File: src/hw/rtl/lcs_pkg.sv
// Shared types and constants for the longest common substring block.
// Depends on nothing; used by lcs_cell, longest_common_substring, lcs_result_checker and the testbench.
package lcs_pkg;

  localparam int CMD_W = 2;
  localparam int CH_W  = 8;

  // Command codes carried on the input tuser
  localparam logic [CMD_W-1:0] CMD_APPEND_B = 2'd0;
  localparam logic [CMD_W-1:0] CMD_PUSH_A   = 2'd1;
  localparam logic [CMD_W-1:0] CMD_END      = 2'd2;

  // Broadcast control from the sequencer to every cell
  typedef struct packed {
    logic            push;   // new A byte: update run row
    logic            clear;  // drop B string and runs
    logic            shift;  // move per-cell best one cell toward cell 0
    logic [CH_W-1:0] ch;     // byte for append or push
  } lcs_ctrl_t;

endpackage

File: src/hw/rtl/lcs_cell.sv
// One cell of the match-run chain: one B byte, its run length and its own best run.
// Depends on lcs_pkg.
module lcs_cell
  import lcs_pkg::*;
#(
  parameter int LW = 7,
  parameter int AW = 13
) (
  input  logic          clk,
  input  logic          rst_n,
  input  lcs_ctrl_t     ctrl_i,
  input  logic          wr_i,        // store ctrl_i.ch as this cell's B byte
  input  logic [AW-1:0] a_idx_i,     // A position one past the pushed byte
  input  logic [LW-1:0] run_left_i,  // left neighbor's run of the previous row
  output logic [LW-1:0] run_o,
  input  logic [LW-1:0] best_len_i,  // right neighbor's best, for the drain
  input  logic [AW-1:0] best_end_i,
  output logic [LW-1:0] best_len_o,
  output logic [AW-1:0] best_end_o
);

  logic [CH_W-1:0] ch_r;
  logic            valid_r;
  logic [LW-1:0]   run_r;
  logic [LW-1:0]   run_nxt;
  logic [LW-1:0]   blen_r;
  logic [AW-1:0]   bend_r;

  always_comb begin
    if (valid_r && (ch_r == ctrl_i.ch)) begin
      run_nxt = LW'(run_left_i + 1'b1);
    end else begin
      run_nxt = '0;
    end
  end

  always_ff @(posedge clk) begin
    if (wr_i) begin
      ch_r <= ctrl_i.ch;
    end
  end

  always_ff @(posedge clk) begin
    if (!rst_n) begin
      valid_r <= 1'b0;
      run_r   <= '0;
      blen_r  <= '0;
      bend_r  <= '0;
    end else begin
      if (ctrl_i.clear) begin
        valid_r <= 1'b0;
        run_r   <= '0;
      end else if (wr_i) begin
        valid_r <= 1'b1;
        run_r   <= '0;
      end else if (ctrl_i.push) begin
        run_r <= run_nxt;
      end
      // strict compare keeps the earliest A position per cell
      if (ctrl_i.shift) begin
        blen_r <= best_len_i;
        bend_r <= best_end_i;
      end else if (ctrl_i.push && (run_nxt > blen_r)) begin
        blen_r <= run_nxt;
        bend_r <= a_idx_i;
      end
    end
  end

  assign run_o      = run_r;
  assign best_len_o = blen_r;
  assign best_end_o = bend_r;

endmodule

File: config.mk
export PLATFORM = sky130hd
export DESIGN_NAME = lcs_cell
export DESIGN_NICKNAME = d
export VERILOG_FILES = /design/src/hw/rtl/lcs_pkg.sv /design/src/hw/rtl/lcs_cell.sv
export SDC_FILE = /design/constraint.sdc
export NUM_CORES = 1
export LEC_CHECK = 0
export BUFFER_PORTS_ARGS = -buffer_cell sky130_fd_sc_hd__buf_2
export CELL_PAD_IN_SITES_DETAIL_PLACEMENT = 0
export CELL_PAD_IN_SITES_GLOBAL_PLACEMENT = 2
export CORE_MARGIN = 1.5
export CORE_UTILIZATION = 26
export CTS_BUF_LIST = sky130_fd_sc_hd__clkbuf_4 sky130_fd_sc_hd__clkbuf_8 sky130_fd_sc_hd__clkbuf_16
export CTS_CLUSTER_DIAMETER = 150
export DETAILED_ROUTE_END_ITERATION = 16
export PLACE_DENSITY_LB_ADDON = 0.25
export SYNTH_ARGS = -nofsm -noshare
export SYNTH_HDL_FRONTEND = slang
export SYNTH_SLANG_ARGS = --single-unit
File: constraint.sdc
create_clock -name clk -period 3.5 [get_ports clk]
set_clock_uncertainty 0.1 [all_clocks]
set_input_delay 0.175 -clock clk [delete_from_list [all_inputs] [get_ports clk]]
set_output_delay 0.175 -clock clk [all_outputs]
set_load 0.005 [all_outputs]
==> summary.txt <==
Floorplanning
  – Top-Level Pins: 81
  – Area of the core: 6720 um^2
  – Overall die area: approximately 7400 um^2
  – Starting utilization of the core area: 0.267
  – Vertical extent of the die: 86.1 um
  – Site Rows: 30
  – Horiz. Die Dim: 86.1 um

Global routing
  – Antenna violations before repair: 0
  – Number of global-route vias before repair: 1691
  – Global-route wire length before repair: 8000 um
  – Total routing usage reported by global routing: 0.139
  – Pin count of the biggest net entering global routing: 25
  – Gr ovfl total: 0

Timing
  – Worst Setup Slack, final: 0.335 ns
  – Endpoints failing setup: 0
  – Final-layout worst hold slack: about 0.055 ns
  – Max-slew violations: 0
  – Slew Limit Headroom: 0.562
  – Maximum achievable frequency: approximately 320 MHz
  – Slew at the pin with the worst max-slew slack: 0.656 ns
  – RSZ-0062 raised after global routing: false
  – Time the final worst path needs with I/O delays and setup: 3.16 ns
  – Endpoints failing hold: 0
  – Final-layout setup total negative slack: 0 ns
  – Share of the clock period used by the worst path: 0.904

CTS
  – Number of buffers inserted for hold repair after clock tree synthesis: 9
  – H-tree depth reported by CTS: 2
  – CTS clock-pin slew for the worst setup and hold paths: approximately 0.070 ns
  – Maximum clock path buffer count: 2
  – Total number of clock tree sinks: 36
  – Clock tree from TritonCTS: done
  – # Post-CTS Setup Buffers: 0
  – Resize count post-CTS: 0
  – Clock root buffer: sky130_fd_sc_hd__clkbuf_8
  – Clock latency of the later-clocked register in the worst-skew pair: a little under 0.3 ns
  – Number of buffers created by CTS: 5

Layout
  – Synthesis-to-layout area growth: 36.4%
  – Post-Route Utilization: 0.365
  – Layout cells sized above 1: 0.334
  – Final Net Count: 354
  – Number of inserted diodes: 0

Placed design
  – Gp weighted congestion: slightly below 0.7
  – IO Port Bufs: 80
  – Placement-stage worst setup slack: 0.452 ns
  – HPWL after detailed placement: 3750 um

Critical path
  – Crit path largest cell delay: roughly 0.53 ns
  – Path type of the worst setup path: in -> reg
  – Worst path slowest cell: sky130_fd_sc_hd__dlygate4sd3_1
  – Nature of the critical path endpoint: flop
  – Startpoint of the lowest-slack register-to-register path: ch_r[3]
  – R2R setup slack: 0.50 ns
  – Worst reg2reg endpoint: best_len_o[5]
  – Data arrival time of the worst path: 3.27 ns
  – Startpoint kind of the worst setup timing path: input port
  – Worst R2R Path Depth: 11
  – Max FO, Critical Path: 20
  – Required time at the worst-slack endpoint: 3.60 ns
  – Ordered list of cells on the worst path: dlygate4sd3_1, buf_2, xnor2_1, nand4_2, nor3_4, nand2_1, inv_1, ha_1, nand4_1, a21oi_1, o221a_2, nor3_1, a211oi_1

Yosys
  – Predominant post-synthesis flop cell: sky130_fd_sc_hd__dfxtp_1
  – Main combinational cell family by area after synthesis: compound AO/OA/AOI/OAI gates
  – Average size of a mapped cell: about 9 um^2
  – Most instantiated library cell after synthesis: sky130_fd_sc_hd__a21oi_1
  – Post-synth net total: 265
  – Synth top cells by count: sky130_fd_sc_hd__a21oi_1, sky130_fd_sc_hd__dfxtp_1, sky130_fd_sc_hd__nand2_1
  – Mapped cell area: about 1800 um^2
  – Share of the synthesized netlist area taken by xor and xnor gates: 0.0634
  – Library cell with the largest summed area after synthesis: sky130_fd_sc_hd__dfxtp_1
  – Dominant cells by area after synthesis: sky130_fd_sc_hd__dfxtp_1, sky130_fd_sc_hd__edfxtp_1, sky130_fd_sc_hd__a21oi_1
  – Cells after synthesis: 203
  – Seq/Total Area, Yosys: 0.446
  – Number of unique standard cell types used by synthesis: 33
  – Synth async-reset ratio: 0
  – Synthesized-area fraction occupied by adder cells: 0.0557
  – FF+latch count, synth: 36
  – Simple logic cell fraction of the synthesized area: 0.174
  – Synth Area in Compound Gates: 0.196
  – Fraction of synthesized area in multiplexers: 0.0167
  – Portion of synthesized cell area occupied by the leading cell type: 0.312
  – Warnings from Yosys: 0
  – Number of enable-type register cells in the synthesized netlist: 8

Pwr
  – Power per cell area: 374 nW/um^2
  – Internal Pwr Total: 0.665 mW
  – Overall power consumption: 0.916 mW
  – Sw Ratio: 0.274
  – Worst-case vdd ir drop: 112 uV
  – Share of power burned in registers: 0.507
  – Fraction of power consumed by the clock network: 0.313
  – Net switching power figure: roughly 0.25 mW
  – Leakage power total: 1.10 nW
  – Share of power burned in combinational logic: 0.180

Min path
  – Terminating pin of the worst hold path: best_end_o[0]
  – Cell count of the worst hold path: 3
  – Worst Hold Class: in -> reg
  – Startpoint of the most critical hold path: best_end_i[0]

Routing
  – Detailed-router iteration count before antenna repair: 4
  – Wire length per cell after detailed routing: 13.9 um
  – Number of nets with antenna violations after detailed routing: 0
  – Routed wire length: 5170 um
  – Vias per cell: about 4.7
  – Number of design-rule violations left by the first detailed-router iteration: 58
  – Drc violations: 0
  – Detailed-route via count: 1755

Run
  – MaxCap Viol Count: 0

Outcome
  – Result of the run: complete, no violations
[worst max-delay path: cells and delay by family]
kind / cells / cell delay, ns
AOI/OAI and AO/OA: 3 / 0.99
and+or+nand+nor: 5 / 0.98
adders and majority gates: 1 / 0.15
xor gates and xnor gates: 1 / 0.20
buffers and inverters: 3 / 0.74
[how the worst max path moves through the flow]
| stage | start | to | slack, ns | depth (start not counted) |
|---|---|---|---|---|
| after floorplan | ch_r[5] | best_end_o[10] | 0.95 | 12 |
| after global placement | ch_r[3] | best_len_o[5] | 0.55 | 11 |
| after detailed placement | ch_r[2] | best_len_o[5] | 0.45 | 11 |
| after CTS | ctrl_i[2] | best_len_o[5] | 0.29 | 13 |
| after global routing | ctrl_i[0] | best_len_o[0] | 0.04 | 13 |
| final | ctrl_i[2] | best_len_o[5] | 0.34 | 13 |
[kinds of logic after synthesis]
group / Yosys count
DFF: 36
AOI/OAI and AO/OA: 64
and+or+nand+nor: 58
adders and majority gates: 8
xor gates and xnor gates: 13
muxes: 3
buffers and inverters: 21
[stage by stage]
stage / instance area [um^2] / instances
after detailed placement: 2280 / 356
after global routing: 2450 / 373
after floorplan: 1800 / 203
after global placement: 2280 / 356
final: 2450 / 373
after CTS: 2450 / 373
[registers in the layout (all words and copies together), names as in the netlist]
register,flops
run_o,7
best_len_o,7
valid_r,1
best_end_o,13
ch_r,8
[layout by cell type, fill, tap and decap left out, types with 4 or more instances in the layout]
cell type,count
sky130_fd_sc_hd__buf_2,80
sky130_fd_sc_hd__nand3_1,9
sky130_fd_sc_hd__ha_1,8
sky130_fd_sc_hd__xnor2_1,12
sky130_fd_sc_hd__nand2_1,24
sky130_fd_sc_hd__nand2b_1,5
sky130_fd_sc_hd__a31oi_1,4
sky130_fd_sc_hd__clkbuf_8,5
sky130_fd_sc_hd__dlygate4sd3_1,9
sky130_fd_sc_hd__buf_4,4
sky130_fd_sc_hd__a21oi_1,32
sky130_fd_sc_hd__nor2_1,5
sky130_fd_sc_hd__o21ai_0,21
sky130_fd_sc_hd__dfxtp_1,28
sky130_fd_sc_hd__inv_1,10
sky130_fd_sc_hd__edfxtp_1,8
[metal layers]
metal | global-route usage | vias to the layer above | wire length (um)
met5 | 0 | - | 0
met4 | 0.0440 | 0 | 48
met3 | 0.0327 | 4 | 221
met2 | 0.231 | 41 | 2500
met1 | 0.177 | 815 | 2400
li1 | - | 895 | -
[area by class of cell]
type / instances / area (um^2)
Multi-Input combinational cell: 146 / 908
Clock buffer: 5 / 68.8
Tap cell: 80 / 100
Clock inverter: 3 / 13.8
Sequential cell: 36 / 801
Fill cell: 720 / 4270
Inverter: 10 / 37.5
Timing Repair Buffer: 93 / 520
[power groups by stage]
stage	combinational (mW)	clock (mW)	sequential (mW)
6_report	0.165	0.287	0.465
5_1_grt	0.184	0.318	0.468
4_1_cts	0.167	0.304	0.465
3_5_place_dp	0.159	0	0.475
3_3_place_gp	0.159	0	0.474
2_1_floorplan	0.0844	0	0.475
(Power assumes the default switching activity.)
